$ cat src/hw/rtl/cqd_pkg.sv
`default_nettype none
// ----------------------------------------------------------------------------
// cqd_pkg
// Types and codes shared by the circular queue front, back and top level.
// ----------------------------------------------------------------------------
package cqd_pkg;

   localparam int unsigned WORD_W = 32;

   // request opcodes
   localparam logic [1:0] OP_INSERT = 2'd0;
   localparam logic [1:0] OP_DELETE = 2'd1;
   localparam logic [1:0] OP_DUMP   = 2'd2;
   localparam logic [1:0] OP_NOP    = 2'd3;

   // result status codes
   localparam logic [1:0] ST_OK        = 2'd0;
   localparam logic [1:0] ST_OVERFLOW  = 2'd1;
   localparam logic [1:0] ST_UNDERFLOW = 2'd2;
   localparam logic [1:0] ST_EMPTY     = 2'd3;

   typedef struct packed {
      logic [1:0]               opcode;
      logic signed [WORD_W-1:0] data_in;
   } req_type;

   typedef struct packed {
      logic signed [WORD_W-1:0] data_out;
      logic [1:0]               status;
      logic                     last;
   } rsp_type;

   typedef enum logic [1:0] {
      CMD_INSERT,
      CMD_DELETE,
      CMD_DUMP
   } cmd_kind_type;

   typedef struct packed {
      cmd_kind_type             kind;
      logic signed [WORD_W-1:0] data;
   } cmd_type;

   typedef enum logic [1:0] {
      BK_IDLE,
      BK_READ,
      BK_DUMP
   } back_state_type;

endpackage
`default_nettype wire

$ cat src/hw/rtl/cqd_front.sv
`default_nettype none
// ----------------------------------------------------------------------------
// cqd_front
// Takes request beats, decodes the opcode and queues commands in a
// two-entry buffer for the back end. Unused opcodes are taken and dropped.
// ----------------------------------------------------------------------------
module cqd_front
   import cqd_pkg::*;
(
   input  wire logic    clock,
   input  wire logic    reset,
   input  wire logic    req_valid,
   output logic         req_stall,
   input  wire req_type req_data,
   output logic         cmd_valid,
   output cmd_type      cmd_data,
   input  wire logic    cmd_pop
);

   cmd_type    slot_ff [2];
   logic       wr_ptr_ff;
   logic       wr_ptr_in;
   logic       rd_ptr_ff;
   logic       rd_ptr_in;
   logic [1:0] count_ff;
   logic [1:0] count_in;
   logic       accept;
   logic       push;
   cmd_type    cmd_new;

   assign req_stall = (count_ff == 2'd2);
   assign accept    = req_valid && !req_stall;

   // decode
   always_comb begin
      cmd_new.data = req_data.data_in;
      cmd_new.kind = CMD_INSERT;
      push         = 1'b0;
      unique case (req_data.opcode)
         OP_INSERT: begin
            cmd_new.kind = CMD_INSERT;
            push         = accept;
         end
         OP_DELETE: begin
            cmd_new.kind = CMD_DELETE;
            push         = accept;
         end
         OP_DUMP: begin
            cmd_new.kind = CMD_DUMP;
            push         = accept;
         end
         default: begin
            push = 1'b0;
         end
      endcase
   end

   always_comb begin
      wr_ptr_in = push ? ~wr_ptr_ff : wr_ptr_ff;
      rd_ptr_in = cmd_pop ? ~rd_ptr_ff : rd_ptr_ff;
      unique case ({push, cmd_pop})
         2'b10:   count_in = count_ff + 2'd1;
         2'b01:   count_in = count_ff - 2'd1;
         default: count_in = count_ff;
      endcase
   end

   always_ff @(posedge clock) begin
      if (reset) begin
         wr_ptr_ff <= 1'b0;
         rd_ptr_ff <= 1'b0;
         count_ff  <= 2'd0;
      end else begin
         wr_ptr_ff <= wr_ptr_in;
         rd_ptr_ff <= rd_ptr_in;
         count_ff  <= count_in;
      end
   end

   always_ff @(posedge clock) begin
      if (push) begin
         slot_ff[wr_ptr_ff] <= cmd_new;
      end
   end

   assign cmd_valid = (count_ff != 2'd0);
   assign cmd_data  = slot_ff[rd_ptr_ff];

endmodule
`default_nettype wire

$ cat src/hw/rtl/cqd_back.sv
`default_nettype none
// ----------------------------------------------------------------------------
// cqd_back
// Executes queued commands against the ring memory and drives the result
// register. Keeps head, tail and occupancy and walks the ring for dumps.
// ----------------------------------------------------------------------------
module cqd_back
   import cqd_pkg::*;
#(
   parameter int unsigned DEPTH = 8
) (
   input  wire logic    clock,
   input  wire logic    reset,
   input  wire logic    cmd_valid,
   input  wire cmd_type cmd_data,
   output logic         cmd_pop,
   output logic         rsp_valid,
   input  wire logic    rsp_stall,
   output rsp_type      rsp_data,
   output logic [$clog2(DEPTH+1)-1:0] occ
);

   localparam int unsigned PTR_W = $clog2(DEPTH);
   localparam int unsigned CNT_W = $clog2(DEPTH+1);

   logic signed [WORD_W-1:0] mem [DEPTH];
   logic signed [WORD_W-1:0] rd_data_ff;

   back_state_type state_ff;
   back_state_type state_in;
   logic [PTR_W-1:0] head_ff;
   logic [PTR_W-1:0] head_in;
   logic [PTR_W-1:0] tail_ff;
   logic [PTR_W-1:0] tail_in;
   logic [PTR_W-1:0] ptr_ff;
   logic [PTR_W-1:0] ptr_in;
   logic [CNT_W-1:0] occ_ff;
   logic [CNT_W-1:0] occ_in;
   logic [CNT_W-1:0] cnt_ff;
   logic [CNT_W-1:0] cnt_in;
   logic             rsp_valid_ff;
   logic             rsp_valid_in;
   rsp_type          rsp_data_ff;
   rsp_type          rsp_data_in;

   logic             out_free;
   logic             wr_en;
   logic             rd_en;
   logic [PTR_W-1:0] rd_addr;
   logic             load;
   rsp_type          load_data;

   function automatic logic [PTR_W-1:0] next_pos(input logic [PTR_W-1:0] p);
      next_pos = (p == PTR_W'(DEPTH - 1)) ? '0 : p + PTR_W'(1);
   endfunction

   assign out_free = !rsp_valid_ff || !rsp_stall;

   always_comb begin
      state_in  = state_ff;
      head_in   = head_ff;
      tail_in   = tail_ff;
      ptr_in    = ptr_ff;
      occ_in    = occ_ff;
      cnt_in    = cnt_ff;
      cmd_pop   = 1'b0;
      wr_en     = 1'b0;
      rd_en     = 1'b0;
      rd_addr   = head_ff;
      load      = 1'b0;
      load_data = '{data_out: '0, status: ST_OK, last: 1'b1};
      unique case (state_ff)
         BK_IDLE: begin
            if (cmd_valid && out_free) begin
               cmd_pop = 1'b1;
               unique case (cmd_data.kind)
                  CMD_INSERT: begin
                     load = 1'b1;
                     if (occ_ff == CNT_W'(DEPTH)) begin
                        load_data.status = ST_OVERFLOW;
                     end else begin
                        wr_en   = 1'b1;
                        tail_in = next_pos(tail_ff);
                        occ_in  = occ_ff + CNT_W'(1);
                     end
                  end
                  CMD_DELETE: begin
                     if (occ_ff == '0) begin
                        load             = 1'b1;
                        load_data.status = ST_UNDERFLOW;
                     end else begin
                        rd_en    = 1'b1;
                        rd_addr  = head_ff;
                        head_in  = next_pos(head_ff);
                        occ_in   = occ_ff - CNT_W'(1);
                        state_in = BK_READ;
                     end
                  end
                  CMD_DUMP: begin
                     if (occ_ff == '0) begin
                        load             = 1'b1;
                        load_data.status = ST_EMPTY;
                     end else begin
                        rd_en    = 1'b1;
                        rd_addr  = head_ff;
                        ptr_in   = next_pos(head_ff);
                        cnt_in   = occ_ff;
                        state_in = BK_DUMP;
                     end
                  end
                  default: begin
                     cmd_pop = 1'b1;
                  end
               endcase
            end
         end
         BK_READ: begin
            if (out_free) begin
               load               = 1'b1;
               load_data.data_out = rd_data_ff;
               state_in           = BK_IDLE;
            end
         end
         BK_DUMP: begin
            if (out_free) begin
               load               = 1'b1;
               load_data.data_out = rd_data_ff;
               load_data.last     = (cnt_ff == CNT_W'(1));
               if (cnt_ff == CNT_W'(1)) begin
                  state_in = BK_IDLE;
               end else begin
                  rd_en   = 1'b1;
                  rd_addr = ptr_ff;
                  ptr_in  = next_pos(ptr_ff);
                  cnt_in  = cnt_ff - CNT_W'(1);
               end
            end
         end
         default: begin
            state_in = BK_IDLE;
         end
      endcase
      rsp_valid_in = (rsp_valid_ff && rsp_stall) || load;
      rsp_data_in  = load ? load_data : rsp_data_ff;
   end

   always_ff @(posedge clock) begin
      if (reset) begin
         state_ff     <= BK_IDLE;
         head_ff      <= '0;
         tail_ff      <= '0;
         ptr_ff       <= '0;
         occ_ff       <= '0;
         cnt_ff       <= '0;
         rsp_valid_ff <= 1'b0;
      end else begin
         state_ff     <= state_in;
         head_ff      <= head_in;
         tail_ff      <= tail_in;
         ptr_ff       <= ptr_in;
         occ_ff       <= occ_in;
         cnt_ff       <= cnt_in;
         rsp_valid_ff <= rsp_valid_in;
      end
   end

   always_ff @(posedge clock) begin
      rsp_data_ff <= rsp_data_in;
   end

   // ring memory
   always_ff @(posedge clock) begin
      if (wr_en) begin
         mem[tail_ff] <= cmd_data.data;
      end
   end

   always_ff @(posedge clock) begin
      if (rd_en) begin
         rd_data_ff <= mem[rd_addr];
      end
   end

   assign rsp_valid = rsp_valid_ff;
   assign rsp_data  = rsp_data_ff;
   assign occ       = occ_ff;

endmodule
`default_nettype wire

$ cat src/hw/rtl/circular_queue_with_dump_top.sv
`default_nettype none
// ----------------------------------------------------------------------------
// circular_queue_with_dump_top
// Circular queue of signed 32-bit words with insert, delete and dump.
// ----------------------------------------------------------------------------
// Each request beat carries an opcode: insert (one result, ok or overflow),
// delete (one result with the head word, or underflow) or dump (one result
// per stored word from head to tail, last set on the final one, or a single
// empty result). Opcode 3 is taken and produces nothing. Requests pass
// through a two-entry command buffer, so up to two commands can queue while
// a result waits. Inserts and failing requests finish in the idle state; a
// delete passes through a read state and a dump through a dump state, since
// the ring memory has one read port with a registered output. DEPTH is
// the queue capacity.
// ----------------------------------------------------------------------------
module circular_queue_with_dump_top
   import cqd_pkg::*;
#(
   parameter int unsigned DEPTH = 8
) (
   input  wire logic    clock,
   input  wire logic    reset,
   input  wire logic    req_valid,
   output logic         req_stall,
   input  wire req_type req_data,
   output logic         rsp_valid,
   input  wire logic    rsp_stall,
   output rsp_type      rsp_data
);

   localparam int unsigned CNT_W = $clog2(DEPTH+1);

   logic             cmd_valid;
   cmd_type          cmd_data;
   logic             cmd_pop;
   logic [CNT_W-1:0] occ;

   cqd_front u_front (
      .clock     (clock),
      .reset     (reset),
      .req_valid (req_valid),
      .req_stall (req_stall),
      .req_data  (req_data),
      .cmd_valid (cmd_valid),
      .cmd_data  (cmd_data),
      .cmd_pop   (cmd_pop)
   );

   cqd_back #(
      .DEPTH (DEPTH)
   ) u_back (
      .clock     (clock),
      .reset     (reset),
      .cmd_valid (cmd_valid),
      .cmd_data  (cmd_data),
      .cmd_pop   (cmd_pop),
      .rsp_valid (rsp_valid),
      .rsp_stall (rsp_stall),
      .rsp_data  (rsp_data),
      .occ       (occ)
   );

   // occupancy stays within capacity
   a_occ_bound: assert property (@(posedge clock) disable iff (reset)
      occ <= CNT_W'(DEPTH))
      else $error("occupancy above capacity");

   // error results carry no word and close their request
   a_err_shape: assert property (@(posedge clock) disable iff (reset)
      rsp_valid && (rsp_data.status != ST_OK) |->
         rsp_data.last && (rsp_data.data_out == '0))
      else $error("error result with data or without last");

   // overflow only when full, underflow only when empty
   a_err_occ: assert property (@(posedge clock) disable iff (reset)
      rsp_valid && ((rsp_data.status == ST_OVERFLOW && occ != CNT_W'(DEPTH)) ||
                    (rsp_data.status == ST_UNDERFLOW && occ != '0)) |-> 1'b0)
      else $error("overflow or underflow does not match occupancy");

endmodule
`default_nettype wire
$ cat config.mk
export PLATFORM = sky130hd
export DESIGN_NAME = circular_queue_with_dump_top
export DESIGN_NICKNAME = d
export VERILOG_FILES = /design/src/hw/rtl/cqd_pkg.sv /design/src/hw/rtl/cqd_front.sv /design/src/hw/rtl/cqd_back.sv /design/src/hw/rtl/circular_queue_with_dump_top.sv
export SDC_FILE = /design/constraint.sdc
export NUM_CORES = 1
export LEC_CHECK = 0
export ABC_AREA = 1
export BUFFER_PORTS_ARGS = -buffer_cell sky130_fd_sc_hd__buf_2
export CORE_UTILIZATION = 56
export CTS_CLUSTER_SIZE = 16
export DETAILED_ROUTE_END_ITERATION = 8
export PLACE_DENSITY_LB_ADDON = 0.2
export RECOVER_POWER = 25
export REMOVE_ABC_BUFFERS = 1
export SLEW_MARGIN = 0
export SYNTH_ARGS = -nofsm -noshare
export SYNTH_HDL_FRONTEND = slang
export SYNTH_HIERARCHICAL = 1
export SYNTH_SLANG_ARGS = --single-unit
export TNS_END_PERCENT = 20
$ cat constraint.sdc
create_clock -name clock -period 4.3 [get_ports clock]
set_clock_uncertainty 0.1 [all_clocks]
set_input_delay 0 -clock clock [delete_from_list [all_inputs] [get_ports clock]]
set_output_delay 0 -clock clock [all_outputs]
set_load 0.02 [all_outputs]
==> summary.txt <==
Min path
  • Min-Delay Path Class: input port to flip-flop
  • Hold Crit Start: req_data[9]
  • Endpoint with the worst hold slack: u_front/slot_ff[1][9]
  • Worst Hold Path Cells: 2

Layout
  • P&R area growth vs syn: 14.0%
  • Count of antenna diodes in the layout: 0
  • Final net count: 1814
  • Post-route core utilization: between 60% and 70%
  • Post-Layout Cell Count: 2190
  • Layout filler cell count: 2402
  • Storage cell area: between 0.01 and 0.015 mm2
  • Multi-input logic area: 0.00420 mm2
  • Ratio of cells with drive above 1 in the final layout: 8.84%

Timing
  • Slew at the pin with the worst max-slew slack: 921 ps
  • Setup repair after global routing missed its margin: no
  • Total of endpoints with negative setup slack in the final report: 0
  • Timing-limited maximum frequency: 294 MHz
  • Slew headroom: between 30% and 40%
  • Final Hold Fails: 0
  • Worst hold slack: between 80 and 90 ps
  • Number of max-slew violations in the final report: 0
  • Share of the clock period used by the worst path after layout: 79.1%
  • Final worst path period need: 3400 ps
  • Sum of negative setup slack: 0 ps

Drt
  • Mean number of vias per cell: 5.27
  • Total wire length after detailed routing: roughly 38 mm
  • Average wire per standard cell: approximately 17 um
  • Final antenna-violating net count: 0
  • Post-route DRC: 0
  • Count of TritonRoute iterations in the first routing pass: 5
  • Detailed router's first-iteration violation count: 980
  • Number of vias after detailed routing: between 10k and 15k

Power
  • Part of the total power dissipated in the clock network: 28.1%
  • Switch share: 33.5%
  • Proportion of power drawn by combinational gates: 28.1%
  • Pint: 8.47 mW
  • Leakage power summed over all cells: 8.78 nW
  • PwrDens: 619 mW/mm2
  • Sequential share of power: 43.8%
  • Power dissipated by switching net loads: 4.27 mW
  • Worst-case vdd ir drop: 0.000338 V

Synth
  • Post-synthesis instance area: 0.0180 mm2
  • Top cell type by total area after synthesis: sky130_fd_sc_hd__edfxtp_1
  • Cell types occupying the most area after synthesis: sky130_fd_sc_hd__edfxtp_1, sky130_fd_sc_hd__nand3_1, sky130_fd_sc_hd__inv_1
  • Unique cell type count in the Yosys netlist: 35
  • Number of register bits inferred by synthesis: 416
  • Cells after Synth: 1640
  • Fraction of registers with async set or reset after synthesis: 0%
  • Post-Synthesis Mean Instance Area: 11.0 um2
  • Yosys top cell area share: roughly two thirds
  • Most used DFF post-synth: sky130_fd_sc_hd__edfxtp_1
  • Count of flip-flops with a built-in enable after synthesis: 391
  • Sequential cell area fraction in the yosys report: between 60% and 70%
  • Synth warnings: 6

Job
  • Number of maximum-capacitance violations: 0

Floorplanning
  • Core Box Area: 0.0316 mm2
  • I/O pin cnt: 75
  • Initial standard-cell utilization of the core: 57.0%
  • Die Height: 181 um
  • Width of the chip: 181 um
  • Core Rows: 65
  • DIE AREA: 0.0329 mm2

Clock network
  • Library cell used as clock root buffer: sky130_fd_sc_hd__clkbuf_16
  • Buffers inserted during post-CTS setup optimization: 0
  • Total clock buffers created by CTS: 43
  • Buffer levels on the longest clock path: 3
  • Clock insertion delay at the later pin of the skew report: 530 ps
  • Clock net sink count: 416
  • Level count of the clock H-tree: 2
  • Clock slew at the register clock pins of the worst setup and hold paths: 60 ps
  • TritonCTS clock tree: done

Setup path
  • End of the worst register-to-register path: u_back/mem[1][19]
  • Required time reported for the critical path endpoint: 4430 ps
  • Kind of end point of the critical path: flip-flop
  • Worst-case reg-to-reg path depth: 10
  • Reg-to-reg setup timing slack: 900 ps
  • Maximum fanout encountered on the critical timing path: 17
  • Category of the worst setup path launch point: flip-flop
  • Data arrival at the endpoint of the critical path: 3530 ps
  • Critical path class: flip-flop to flip-flop

Global route
  • Tot GR Track Use: a little under a quarter
  • Antenna violations before repair: 0
  • Number of global-route vias before repair: 11.5k
  • Pin count of the biggest net entering global routing: 65
  • Global-route wire length before repair: between 50 and 60 mm
  • Total grt overflow: 0

Placed design
  • Number of buffers added on ports: 74
  • Number of placed instances with taps included: roughly 2.1k
  • Global placement routability congestion: ~0.79
  • Half-perimeter wire length after detailed placement: ~22 mm

Outcome
  • Status: finished, final reports clean
## state kept, by name, summed over array words and instances (netlist names), named ones only
| name | count |
|---|---|
| u_back/cnt_ff | 4 |
| u_back/head_ff | 3 |
| u_back/mem | 256 |
| u_back/occ | 4 |
| u_back/ptr_ff | 3 |
| u_back/rd_data_ff | 32 |
| u_back/rsp_data | 35 |
| u_back/rsp_valid | 1 |
| u_back/state_ff | 2 |
| u_back/tail_ff | 3 |
| u_front/count_ff | 2 |
| u_front/rd_ptr_ff | 1 |
| u_front/slot_ff | 68 |
| u_front/wr_ptr_ff | 1 |
## final cells by class
| cell class | count | area share, % |
|---|---|---|
| Clock buffer | 58 | 5.61 |
| Timing Repair Buffer | 142 | 4.87 |
| Tap cell | 402 | 2.45 |
| Inverter | 335 | 6.12 |
| Sequential cell | 416 | 59.5 |
| Clock inverter | 19 | 1.04 |
| Multi-Input combinational cell | 818 | 20.4 |
## cells in the mapped netlist (3+ instances only)
cell,number
sky130_fd_sc_hd__a21oi_1,14
sky130_fd_sc_hd__buf_1,4
sky130_fd_sc_hd__buf_12,3
sky130_fd_sc_hd__buf_2,37
sky130_fd_sc_hd__buf_4,8
sky130_fd_sc_hd__clkbuf_1,18
sky130_fd_sc_hd__dfxtp_1,25
sky130_fd_sc_hd__edfxtp_1,391
sky130_fd_sc_hd__ha_1,19
sky130_fd_sc_hd__inv_1,334
sky130_fd_sc_hd__mux2_2,4
sky130_fd_sc_hd__mux2_4,30
sky130_fd_sc_hd__nand2_1,331
sky130_fd_sc_hd__nand3_1,296
sky130_fd_sc_hd__nand4_1,3
sky130_fd_sc_hd__nor2_1,85
sky130_fd_sc_hd__o21ai_0,16
## power groups by stage
stage	clock network (mW)	registers, mW	logic, mW
floorplan	0	5.88	2.09
global placement	0	5.66	3.55
detailed placement	0	5.66	3.62
CTS	3.65	5.59	3.67
global route	3.81	5.62	3.95
finish	3.58	5.58	3.58
## worst max-delay path, cell delays in order, from the launching register on
cell and delay [ps]:
sky130_fd_sc_hd__dfxtp_2 680, sky130_fd_sc_hd__mux2_2 430, sky130_fd_sc_hd__inv_1 80, sky130_fd_sc_hd__ha_1 200, sky130_fd_sc_hd__nand2_1 70, sky130_fd_sc_hd__nor2_1 230
sky130_fd_sc_hd__inv_1 120, sky130_fd_sc_hd__nor2_1 140, sky130_fd_sc_hd__inv_1 190, sky130_fd_sc_hd__nor2_4 590, sky130_fd_sc_hd__buf_12 250
## per-layer routing
metal	global-route usage, %	share of wire [%]	vias to the layer above
li1	-	-	5598
met1	30.5	43	5536
met2	41.2	50	351
met3	3.03	5.2	59
met4	7.05	2.0	0
met5	0	0	-
## timing repair
action	in CTS	in global routing
hold buffers	38	0
resized for setup	0	0
hold endpoints to repair	82	0
## how the worst max path moves through the flow
stage / start / end / slack, ps / cells past startpoint
after floorplan: flip-flop / u_back/rd_data_ff[0] / -880 / 5
after detailed placement: flip-flop / u_back/mem[1][2] / 820 / 10
after global placement: flip-flop / u_back/mem[1][2] / 950 / 10
after CTS: flip-flop / u_back/mem[1][2] / 800 / 10
after global routing: flip-flop / u_back/mem[1][2] / 670 / 10
final: flip-flop / u_back/mem[1][19] / 900 / 10
## through the flow
step | worst slack, ps | cell area (um2) | power [mW]
finish | 897 | 20600 | 12.7
global route | 674 | 20600 | 13.4
CTS | 805 | 20700 | 12.9
detailed placement | 822 | 18900 | 9.28
global placement | 952 | 18900 | 9.21
floorplan | -877 | 17600 | 7.97
## cells in the final DEF (no fill, tap or decap), types with 9 or more instances in the layout
cell type,count
sky130_fd_sc_hd__mux2_4,20
sky130_fd_sc_hd__nor2_1,76
sky130_fd_sc_hd__nor2_4,9
sky130_fd_sc_hd__buf_2,24
sky130_fd_sc_hd__dlygate4sd3_1,38
sky130_fd_sc_hd__nand2_1,330
sky130_fd_sc_hd__nand3_1,295
sky130_fd_sc_hd__clkbuf_1,62
sky130_fd_sc_hd__edfxtp_1,391
sky130_fd_sc_hd__buf_4,23
sky130_fd_sc_hd__ha_1,19
sky130_fd_sc_hd__clkbuf_16,44
sky130_fd_sc_hd__inv_1,333
sky130_fd_sc_hd__o21ai_0,16
sky130_fd_sc_hd__mux2_1,12
sky130_fd_sc_hd__dfxtp_1,24
sky130_fd_sc_hd__a21oi_1,14
## kinds of logic (layout without fill, tap and decap cells)
group | after synthesis | in the layout | share of synthesized area (%)
buffers and inverters | 406 | 554 | 9.20
adder cells (fa/ha/maj) | 20 | 20 | 1.43
AND/OR/NAND/NOR | 724 | 724 | 17.3
multiplexers | 34 | 34 | 2.75
XOR/XNOR | 3 | 3 | 0.146
AO/OA/AOI/OAI | 37 | 37 | 1.27
flip-flops | 416 | 416 | 67.9
Note: power is estimated with default switching activity, not from simulation.
